File: src/design/kcl_pkg.sv
package kcl_pkg;

  // Digits in one code
  localparam int CODE_LENGTH = 4;
  localparam int IDX_W = (CODE_LENGTH > 1) ? $clog2(CODE_LENGTH) : 1;
  localparam logic [IDX_W-1:0] LAST_IDX = IDX_W'(CODE_LENGTH - 1);

  // Configuration register indexes
  localparam logic [2:0] REG_DEBOUNCE     = 3'd0;
  localparam logic [2:0] REG_BLINK        = 3'd1;
  localparam logic [2:0] REG_MAX_TRIES    = 3'd2;
  localparam logic [2:0] REG_BEEP_STORED  = 3'd3;
  localparam logic [2:0] REG_BEEP_CORRECT = 3'd4;
  localparam logic [2:0] REG_BEEP_WRONG   = 3'd5;
  localparam logic [2:0] REG_BEEP_LOCKOUT = 3'd6;

  // Phase codes
  localparam logic [1:0] PH_CAPTURE = 2'd0;
  localparam logic [1:0] PH_IDLE    = 2'd1;
  localparam logic [1:0] PH_ENTER   = 2'd2;

  // Event codes
  localparam logic [2:0] EV_NONE     = 3'd0;
  localparam logic [2:0] EV_STORED   = 3'd1;
  localparam logic [2:0] EV_UNLOCKED = 3'd2;
  localparam logic [2:0] EV_LOCKED   = 3'd3;
  localparam logic [2:0] EV_WRONG    = 3'd4;
  localparam logic [2:0] EV_TOO_MANY = 3'd5;

  typedef struct packed {
    logic [3:0] button_levels;
    logic       enter_n;
  } kcl_in_t;

  typedef struct packed {
    logic       locked;
    logic       status_led;
    logic       buzzer_on;
    logic [1:0] phase;
    logic [2:0] digit_taken;
    logic [2:0] event_res;
    logic [2:0] tries_left;
  } kcl_out_t;

  typedef struct packed {
    logic       we;
    logic [2:0] index;
    logic [7:0] wdata;
  } kcl_cfg_wr_t;

endpackage

File: src/design/kcl_core.sv
module kcl_core import kcl_pkg::*; (
  input  logic        clk,
  input  logic        rst_n,
  input  logic        step,
  input  kcl_in_t     item,
  input  kcl_cfg_wr_t cfg,
  output kcl_out_t    result
);

  // Configuration registers
  logic [7:0] debounce_r, blink_ticks_r, beep_stored_r, beep_correct_r;
  logic [7:0] beep_wrong_r, beep_lockout_r;
  logic [2:0] max_tries_r;

  // Lock state
  logic [1:0]       phase_r, phase_nxt;
  logic [IDX_W-1:0] idx_r, idx_nxt;
  logic [7:0]       hold_r, hold_nxt;
  logic             locked_r, locked_nxt;
  logic [2:0]       fail_r, fail_nxt;
  logic [7:0]       blink_r, blink_nxt;
  logic             led_r, led_nxt;
  logic [7:0]       beep_r, beep_nxt;
  logic [1:0]       stored_r [CODE_LENGTH];
  logic [1:0]       attempt_r [CODE_LENGTH];

  // Step logic helpers
  logic [2:0] taken;
  logic [1:0] digit;
  logic [7:0] hold_inc, blink_inc, beep_mid;
  logic [2:0] fail_inc;
  logic       wr_digit, done, match;
  logic [2:0] event_code;

  always_ff @(posedge clk) begin
    if (!rst_n) begin
      debounce_r     <= 8'd6;
      blink_ticks_r  <= 8'd30;
      max_tries_r    <= 3'd3;
      beep_stored_r  <= 8'd5;
      beep_correct_r <= 8'd15;
      beep_wrong_r   <= 8'd25;
      beep_lockout_r <= 8'd30;
    end else if (cfg.we) begin
      case (cfg.index)
        REG_DEBOUNCE:     debounce_r     <= cfg.wdata;
        REG_BLINK:        blink_ticks_r  <= cfg.wdata;
        REG_MAX_TRIES:    max_tries_r    <= cfg.wdata[2:0];
        REG_BEEP_STORED:  beep_stored_r  <= cfg.wdata;
        REG_BEEP_CORRECT: beep_correct_r <= cfg.wdata;
        REG_BEEP_WRONG:   beep_wrong_r   <= cfg.wdata;
        REG_BEEP_LOCKOUT: beep_lockout_r <= cfg.wdata;
        default: ;
      endcase
    end
  end

  // One tick of the lock
  always_comb begin
    phase_nxt  = phase_r;
    idx_nxt    = idx_r;
    hold_nxt   = hold_r;
    locked_nxt = locked_r;
    fail_nxt   = fail_r;
    beep_mid   = beep_r;
    taken      = 3'd0;
    event_code = EV_NONE;
    wr_digit   = 1'b0;
    done       = 1'b0;
    match      = 1'b1;
    hold_inc   = (hold_r == 8'hFF) ? hold_r : hold_r + 8'd1;
    fail_inc   = (fail_r == 3'd7) ? fail_r : fail_r + 3'd1;

    // priority encode, button 1 first
    if (item.button_levels[0])      digit = 2'd0;
    else if (item.button_levels[1]) digit = 2'd1;
    else if (item.button_levels[2]) digit = 2'd2;
    else                            digit = 2'd3;

    // stored against attempt, last attempt digit is the one arriving now
    for (int i = 0; i < CODE_LENGTH; i++) begin
      if (IDX_W'(i) == LAST_IDX) begin
        if (stored_r[i] != digit) match = 1'b0;
      end else if (stored_r[i] != attempt_r[i]) begin
        match = 1'b0;
      end
    end

    case (phase_r)
      PH_IDLE: begin
        if (!item.enter_n) begin
          phase_nxt = PH_ENTER;
          idx_nxt   = '0;
          hold_nxt  = 8'd0;
        end
      end
      PH_CAPTURE, PH_ENTER: begin
        // debounced sampler
        if (item.button_levels == 4'd0) begin
          hold_nxt = 8'd0;
        end else if (hold_inc >= debounce_r) begin
          hold_nxt = 8'd0;
          taken    = {1'b0, digit} + 3'd1;
          wr_digit = 1'b1;
        end else begin
          hold_nxt = hold_inc;
        end
        if (wr_digit) begin
          if (idx_r == LAST_IDX) begin
            done = 1'b1;
          end else begin
            idx_nxt = idx_r + IDX_W'(1);
          end
        end
        if (done) begin
          idx_nxt   = '0;
          hold_nxt  = 8'd0;
          phase_nxt = PH_IDLE;
          if (phase_r == PH_CAPTURE) begin
            event_code = EV_STORED;
            beep_mid   = beep_stored_r;
          end else if (match) begin
            event_code = locked_r ? EV_UNLOCKED : EV_LOCKED;
            locked_nxt = ~locked_r;
            fail_nxt   = 3'd0;
            beep_mid   = beep_correct_r;
          end else begin
            fail_nxt = fail_inc;
            if (fail_inc >= max_tries_r) begin
              event_code = EV_TOO_MANY;
              beep_mid   = beep_lockout_r;
            end else begin
              event_code = EV_WRONG;
              beep_mid   = beep_wrong_r;
            end
          end
        end
      end
      default: phase_nxt = PH_IDLE;
    endcase

    // blink timer runs in every phase
    blink_inc = (blink_r == 8'hFF) ? blink_r : blink_r + 8'd1;
    blink_nxt = blink_inc;
    led_nxt   = led_r;
    if (locked_nxt && (blink_inc >= blink_ticks_r)) begin
      led_nxt   = ~led_r;
      blink_nxt = 8'd0;
    end

    // beep countdown
    beep_nxt = (beep_mid != 8'd0) ? beep_mid - 8'd1 : beep_mid;

    result.locked      = locked_nxt;
    result.status_led  = led_nxt;
    result.buzzer_on   = (beep_mid != 8'd0);
    result.phase       = phase_nxt;
    result.digit_taken = taken;
    result.event_res   = event_code;
    result.tries_left  = (max_tries_r > fail_nxt) ? max_tries_r - fail_nxt : 3'd0;
  end

  always_ff @(posedge clk) begin
    if (!rst_n) begin
      phase_r  <= PH_CAPTURE;
      idx_r    <= '0;
      hold_r   <= 8'd0;
      locked_r <= 1'b1;
      fail_r   <= 3'd0;
      blink_r  <= 8'd0;
      led_r    <= 1'b1;
      beep_r   <= 8'd0;
    end else if (step) begin
      phase_r  <= phase_nxt;
      idx_r    <= idx_nxt;
      hold_r   <= hold_nxt;
      locked_r <= locked_nxt;
      fail_r   <= fail_nxt;
      blink_r  <= blink_nxt;
      led_r    <= led_nxt;
      beep_r   <= beep_nxt;
    end
  end

  // Code stores, no reset: every digit is written before it is read
  always_ff @(posedge clk) begin
    if (step && wr_digit) begin
      if (phase_r == PH_CAPTURE) begin
        stored_r[idx_r] <= digit;
      end else begin
        attempt_r[idx_r] <= digit;
      end
    end
  end

  // A correct attempt clears the failure count
  a_match_clears_fails: assert property (@(posedge clk) disable iff (!rst_n)
    step && (result.event_res == EV_UNLOCKED || result.event_res == EV_LOCKED)
    |=> fail_r == 3'd0)
    else $error("failure count not cleared after correct attempt");

  // Unlock event leaves the lock open
  a_unlock_state: assert property (@(posedge clk) disable iff (!rst_n)
    step && result.event_res == EV_UNLOCKED |-> !result.locked && locked_r)
    else $error("unlock event with inconsistent lock state");

  // Every event returns to idle
  a_event_idle: assert property (@(posedge clk) disable iff (!rst_n)
    step && result.event_res != EV_NONE |-> result.phase == PH_IDLE)
    else $error("event raised outside completion of a code");

  // Digits are only taken while capturing or entering
  a_digit_phase: assert property (@(posedge clk) disable iff (!rst_n)
    step && result.digit_taken != 3'd0 |-> phase_r == PH_CAPTURE || phase_r == PH_ENTER)
    else $error("digit taken in idle phase");

endmodule

File: src/design/keypad_combination_lock_top.sv
// An accepted input beat waits in the input register; the result register loads it once it is
// free or draining. Throughput: one beat per cycle unless out_ready stalls the result register;
// the lock state update is a single pass of logic per tick.
// Ready on the input side follows the result register's free slot combinationally.
// Reset (rst_n low, synchronous): code capture phase, locked, LED on, counters and buzzer cleared,
// configuration registers at their defaults. Code digit stores are not reset.
module keypad_combination_lock_top import kcl_pkg::*; (
  input  logic       clk,
  input  logic       rst_n,
  input  logic       in_valid,
  output logic       in_ready,
  input  kcl_in_t    in_data,
  output logic       out_valid,
  input  logic       out_ready,
  output kcl_out_t   out_data,
  input  logic       cfg_we,
  input  logic [2:0] cfg_index,
  input  logic [7:0] cfg_wdata
);

  logic        in_valid_r;
  kcl_in_t     in_r;
  logic        out_valid_r;
  kcl_out_t    out_r;
  logic        step;
  kcl_out_t    result;
  kcl_cfg_wr_t cfg;

  assign cfg.we    = cfg_we;
  assign cfg.index = cfg_index;
  assign cfg.wdata = cfg_wdata;

  // Held beat moves on when the result register is free or draining
  assign step     = in_valid_r && (!out_valid_r || out_ready);
  assign in_ready = !in_valid_r || step;

  // Input register
  always_ff @(posedge clk) begin
    if (!rst_n) begin
      in_valid_r <= 1'b0;
    end else if (in_ready) begin
      in_valid_r <= in_valid;
    end
  end

  always_ff @(posedge clk) begin
    if (in_valid && in_ready) begin
      in_r <= in_data;
    end
  end

  kcl_core u_core (
    .clk    (clk),
    .rst_n  (rst_n),
    .step   (step),
    .item   (in_r),
    .cfg    (cfg),
    .result (result)
  );

  // Result register
  always_ff @(posedge clk) begin
    if (!rst_n) begin
      out_valid_r <= 1'b0;
    end else if (step) begin
      out_valid_r <= 1'b1;
    end else if (out_ready) begin
      out_valid_r <= 1'b0;
    end
  end

  always_ff @(posedge clk) begin
    if (step) begin
      out_r <= result;
    end
  end

  assign out_valid = out_valid_r;
  assign out_data  = out_r;

endmodule
File: config.mk
export PLATFORM = sky130hd
export DESIGN_NAME = keypad_combination_lock_top
export DESIGN_NICKNAME = d
export VERILOG_FILES = /design/src/design/kcl_pkg.sv /design/src/design/kcl_core.sv /design/src/design/keypad_combination_lock_top.sv
export SDC_FILE = /design/constraint.sdc
export NUM_CORES = 1
export LEC_CHECK = 0
export ABC_CLOCK_PERIOD_IN_PS = 5400
export BUFFER_PORTS_ARGS = -buffer_cell sky130_fd_sc_hd__buf_2
export CAP_MARGIN = 20
export CORE_MARGIN = 2
export CORE_UTILIZATION = 35
export DETAILED_ROUTE_END_ITERATION = 16
export GPL_ROUTABILITY_DRIVEN = 0
export GPL_TIMING_DRIVEN = 0
export PLACE_DENSITY_LB_ADDON = 0.1
export SLEW_MARGIN = 20
export SYNTH_ARGS = -nofsm -noshare
export SYNTH_HDL_FRONTEND = slang
export SYNTH_SLANG_ARGS = --single-unit
File: constraint.sdc
create_clock -name clk -period 5.4 [get_ports clk]
set_input_delay 1.08 -clock clk [delete_from_list [all_inputs] [get_ports clk]]
set_output_delay 1.08 -clock clk [all_outputs]
set_load 0.01 [all_outputs]
==> flow_results.org <==
** Run status
- Result of the run :: complete, no violations

** Cells and area
- Sequential cell area :: 2710 sq um
- Post-route cell area :: 7190 sq um
- The multi-input combinational cells in the finished layout cover a total of 3220 sq um.
- After the last flow step, the layout net total stands at 793.
- Layout fillers :: 1726
- Fraction of layout cells with a size suffix above 1 :: 0.124
- Layout overhead on the synthesized area :: 15.4%
- Final Non-Filler Cells :: 979

** Synthesis
- Yosys printed 0 warnings.
- Synthesis inferred 119 register bits.
- After technology mapping, the gate count stands at 687.
- The synthesized design contains 33 enable-type register cells.
- Among all flip-flop cells after synthesis, the most frequent one is sky130_fd_sc_hd__dfxtp_1.
- Async S/R FF share, synth :: 0
- Syn Area/Cell :: 9.07 sq um
- Mapped cell area :: 6230 sq um
- Number of distinct library cells after synthesis :: 63
- For this run, the register share of the synthesized area comes to 0.436.
- Syn_nets :: 740

** Drt
- Detailed-routing iteration count for the pre-antenna-repair pass :: 4
- The detailed router finished its first iteration with 362 violations.
- Remaining antenna violation count after routing :: 0
- Total wire length after detailed routing :: 15.9 mm
- The detailed router placed 4922 vias in this run.
- After detailed routing, the average wire length per cell comes to 16.3 um.
- In the routed design, unresolved DRC markers number 0.
- Via density per instance :: 5.03

** Power and ir drop
- Summed over all cells, the static leakage comes to 2.78 nW.
- The design draws 2.21 mW.
- Worst supply voltage drop on vdd :: 221 uV
- Power spread over the standard cell area amounts to 308 nW/um^2.

** STA
- In the final timing run, aggregate negative setup slack is 0 ns.
- Largest clock skew in the final design :: 0.0104 ns
- Minimum clock period after layout :: 4.87 ns
- Final-report max-slew violation count :: 0
- The total count of hold-check failures in the final report was 0.
- Measured slew at the worst slew-check pin :: 0.971 ns
- Total setup violations reported at the end of the flow :: 0
- Final period util :: 0.901
- Headroom to the max-slew limit :: 0.347
- Based on the critical path, the design can be clocked at up to 0.205 GHz.
- Setup repair after global routing left no endpoint under its margin.

** Min path
- Tightest Hold Check Type :: reg2reg
- Start point of the worst min-delay path :: u_core.beep_stored_r[0]
- End point of the most critical hold path :: u_core.beep_stored_r[0]
- Cell depth of the worst hold path :: 2

** GRT
- Global Route Usage Sum :: 0.183
- Maximum number of pins on one net before global-route repair :: 24
- The number of antenna violations at the first check in global routing is 0.
- The first global-routing pass estimated 26.0 mm of wire.
- Via count of the first global-routing pass :: 4787
- The total overflow left after global routing is 0.

** Setup path
- Worst r2r src :: u_core.hold_r[0]
- Measured in cells, the most critical reg-to-reg path has a length of 20.
- Total buffers and inverters traversed by the critical path :: 3
- For flop-to-flop paths, the worst setup slack is 0.53 ns.
- Cell occurring most often along the worst timing path :: sky130_fd_sc_hd__ha_1
- STA puts the critical path data required time at 5.56 ns.
- Capturing point of the worst reg2reg path :: out_data[1]
- On the worst path, the slowest cell contributes a delay of 0.41 ns.
- Data arrival time of the critical path :: 5.03 ns
- Critical-path maximum fanout :: 10
- The worst setup path is launched from a register.
- On the critical path the largest part of the delay comes from compound AO/OA/AOI/OAI gates.
- The worst setup path is captured at a register.
- Walking the worst path, the cells encountered are ha_1 > nand2_1 > nor2_1 > nand3_1 > nand2b_1 > nor2_1 > xor2_1 > ha_1 > a21oi_1 > o21ai_0 > a22o_1 > buf_6 > buf_6 > clkbuf_1 > a41oi_1 > ha_1 > a21o_1 > a21oi_1 > a31oi_1 > and2_1.
- Critical-path cell with the highest stage delay :: sky130_fd_sc_hd__ha_1
- Setup Crit Path Kind :: reg2reg

** Floorplanning
- After floorplanning, the core was sized to cover 17400 sq um.
- Effective utilization at floorplan :: 0.359
- Die W :: 137 um
- Floorplan row count :: 48
- 37 I/O pins were placed.
- The floorplan step set the die height to 137 um.
- Overall die area :: 18900 sq um

** Place
- Placed Instances :: 946
- The wire-length estimate of the detail-placed layout is 11.9 mm.
- During placement, the flow inserted port buffers numbering 34.
- After detailed placement, the total cell area comes to 6680 sq um.

** Clocking
- Post-CTS sizing :: 0
- Later-pin clock latency in the skew report :: 0.40 ns
- No sink is reached through more buffers than the 2 on the longest clock path.
- Register clock-pin slew on the reported worst setup and hold paths :: 0.05 ns
- The clock tree synthesis step divided the H-tree into 4 levels.
- Once the clock tree was built, the setup fixing pass inserted 0 buffers.
- Cell at the root of the clock tree :: sky130_fd_sc_hd__clkbuf_16
- The tree built by TritonCTS fans out to 119 sinks.
- After clock tree synthesis, the flow added hold-fix buffers numbering 0.
- TritonCTS built the clock tree.
- Clock buffers created by TritonCTS :: 17

** Run
- Maximum capacitance violations :: 0
synthesized netlist by cell type (all sizes together), types with 5 or more instances:
| library cell | n | area, sq um |
|---|---|---|
| nor2b | 10 | 62.6 |
| buf | 6 | 55.1 |
| a21oi | 21 | 105 |
| nand3 | 33 | 170 |
| xnor2 | 12 | 105 |
| o21a | 5 | 37.5 |
| inv | 38 | 143 |
| o21ai | 22 | 110 |
| and2 | 17 | 108 |
| a21o | 7 | 52.6 |
| a22o | 5 | 43.8 |
| clkbuf | 20 | 75.1 |
| ha | 31 | 388 |
| nor3 | 13 | 65.1 |
| a32o | 6 | 60.1 |
| dfxtp | 86 | 1720 |
| nor2 | 42 | 160 |
| o211ai | 11 | 82.6 |
| and3 | 5 | 31.3 |
| xor2 | 9 | 78.8 |
| nor4 | 10 | 120 |
| edfxtp | 33 | 991 |
| mux2i | 11 | 110 |
| or3 | 7 | 43.8 |
| mux2 | 9 | 101 |
| nand2 | 128 | 483 |
| a21boi | 34 | 255 |
| nand2b | 13 | 81.3 |
| a31oi | 5 | 61.3 |
routing by layer:
layer / GRT usage / part of all wire / wire [um] / vias up
li1: - / - / - / 2512
met1: 0.256 / 0.50 / 7950 / 2313
met2: 0.281 / 0.45 / 7230 / 89
met3: 0.0379 / 0.040 / 638 / 8
met4: 0.0630 / 0.0070 / 112 / 0
met5: 0 / 0 / 0 / -
area by class of cell:
class	count	area share
Multi-Input combinational cell	501	0.448
Sequential cell	119	0.377
Clock buffer	27	0.0672
Tap cell	225	0.0392
Timing Repair Buffer	34	0.0237
Buffer	28	0.0209
Inverter	39	0.0204
Clock inverter	5	0.00348
Antenna cell	1	0.000348
sequential cells by signal (all words and copies together), names as in the netlist:
register / cells
in_r: 5
u_core.idx_r: 2
u_core.beep_lockout_r: 8
u_core.beep_r: 8
in_valid_r: 1
u_core.locked_r: 1
u_core.blink_r: 8
u_core.stored_r: 8
u_core.beep_correct_r: 8
u_core.blink_ticks_r: 8
u_core.beep_wrong_r: 8
u_core.attempt_r: 6
u_core.hold_r: 8
u_core.beep_stored_r: 8
u_core.fail_r: 3
u_core.debounce_r: 8
u_core.led_r: 1
u_core.max_tries_r: 3
out_data: 14
out_valid: 1
u_core.phase_r: 2
cells in the final DEF (no fill, tap or decap), drive strengths merged, types with 10 or more instances in the layout:
| cell | n |
|---|---|
| nor3 | 13 |
| nand2b | 13 |
| inv | 38 |
| nor2 | 42 |
| o21ai | 22 |
| dfxtp | 86 |
| nor2b | 10 |
| and2 | 17 |
| edfxtp | 33 |
| clkbuf | 47 |
| nor4 | 10 |
| a21oi | 21 |
| o211ai | 11 |
| xnor2 | 12 |
| nand2 | 128 |
| mux2i | 11 |
| a21boi | 34 |
| buf | 40 |
| ha | 31 |
| nand3 | 33 |
kinds of logic after synthesis:
group                      count (synthesis)  share of synthesized area
and+or+nand+nor                          291                      0.228
adders and majority gates                 32                     0.0655
AOI/OAI and AO/OA                        137                      0.160
muxes                                     20                     0.0340
DFF                                      119                      0.436
buffers and inverters                     67                     0.0476
xor gates and xnor gates                  21                     0.0295
worst max-delay path by stage:
stage,cells after the start,start,slack [ns],end
2_1_floorplan,20,u_core.hold_r[0],1.38,out_data[1]
3_3_place_gp,20,u_core.hold_r[0],0.65,out_data[1]
3_5_place_dp,20,u_core.hold_r[0],0.58,out_data[1]
4_1_cts,20,u_core.hold_r[0],0.55,out_data[1]
5_1_grt,20,u_core.hold_r[0],0.01,out_data[1]
6_report,20,u_core.hold_r[0],0.53,out_data[1]
worst register-to-register path, delay by kind of cell, from the launching register on:
kind / cells / cell delay, ns
AOI/OAI and AO/OA: 7 / 1.40
and+or+nand+nor: 6 / 0.98
adders and majority gates: 3 / 0.98
buffers and inverters: 3 / 0.70
DFF: 1 / 0.40
xor gates and xnor gates: 1 / 0.16
report_power, final:
group          internal (mW)  total [mW]  leakage, nW  switching (mW)
Sequential             0.950       0.971         1.00          0.0203
Combinational          0.105       0.259         1.53           0.153
Clock                  0.606       0.984        0.253           0.377
Total                   1.66        2.21         2.78           0.551
stage by stage:
step / setup WS, ns / hold slack, ns / util
finish: 0.533 / 0.463 / 0.414
global route: 0.0112 / 0.489 / 0.414
detailed placement: 0.584 / 0.454 / 0.385
floorplan: 1.38 / 0.432 / -
CTS: 0.553 / 0.464 / 0.414
global placement: 0.647 / 0.448 / 0.385
(Power assumes the default switching activity.)
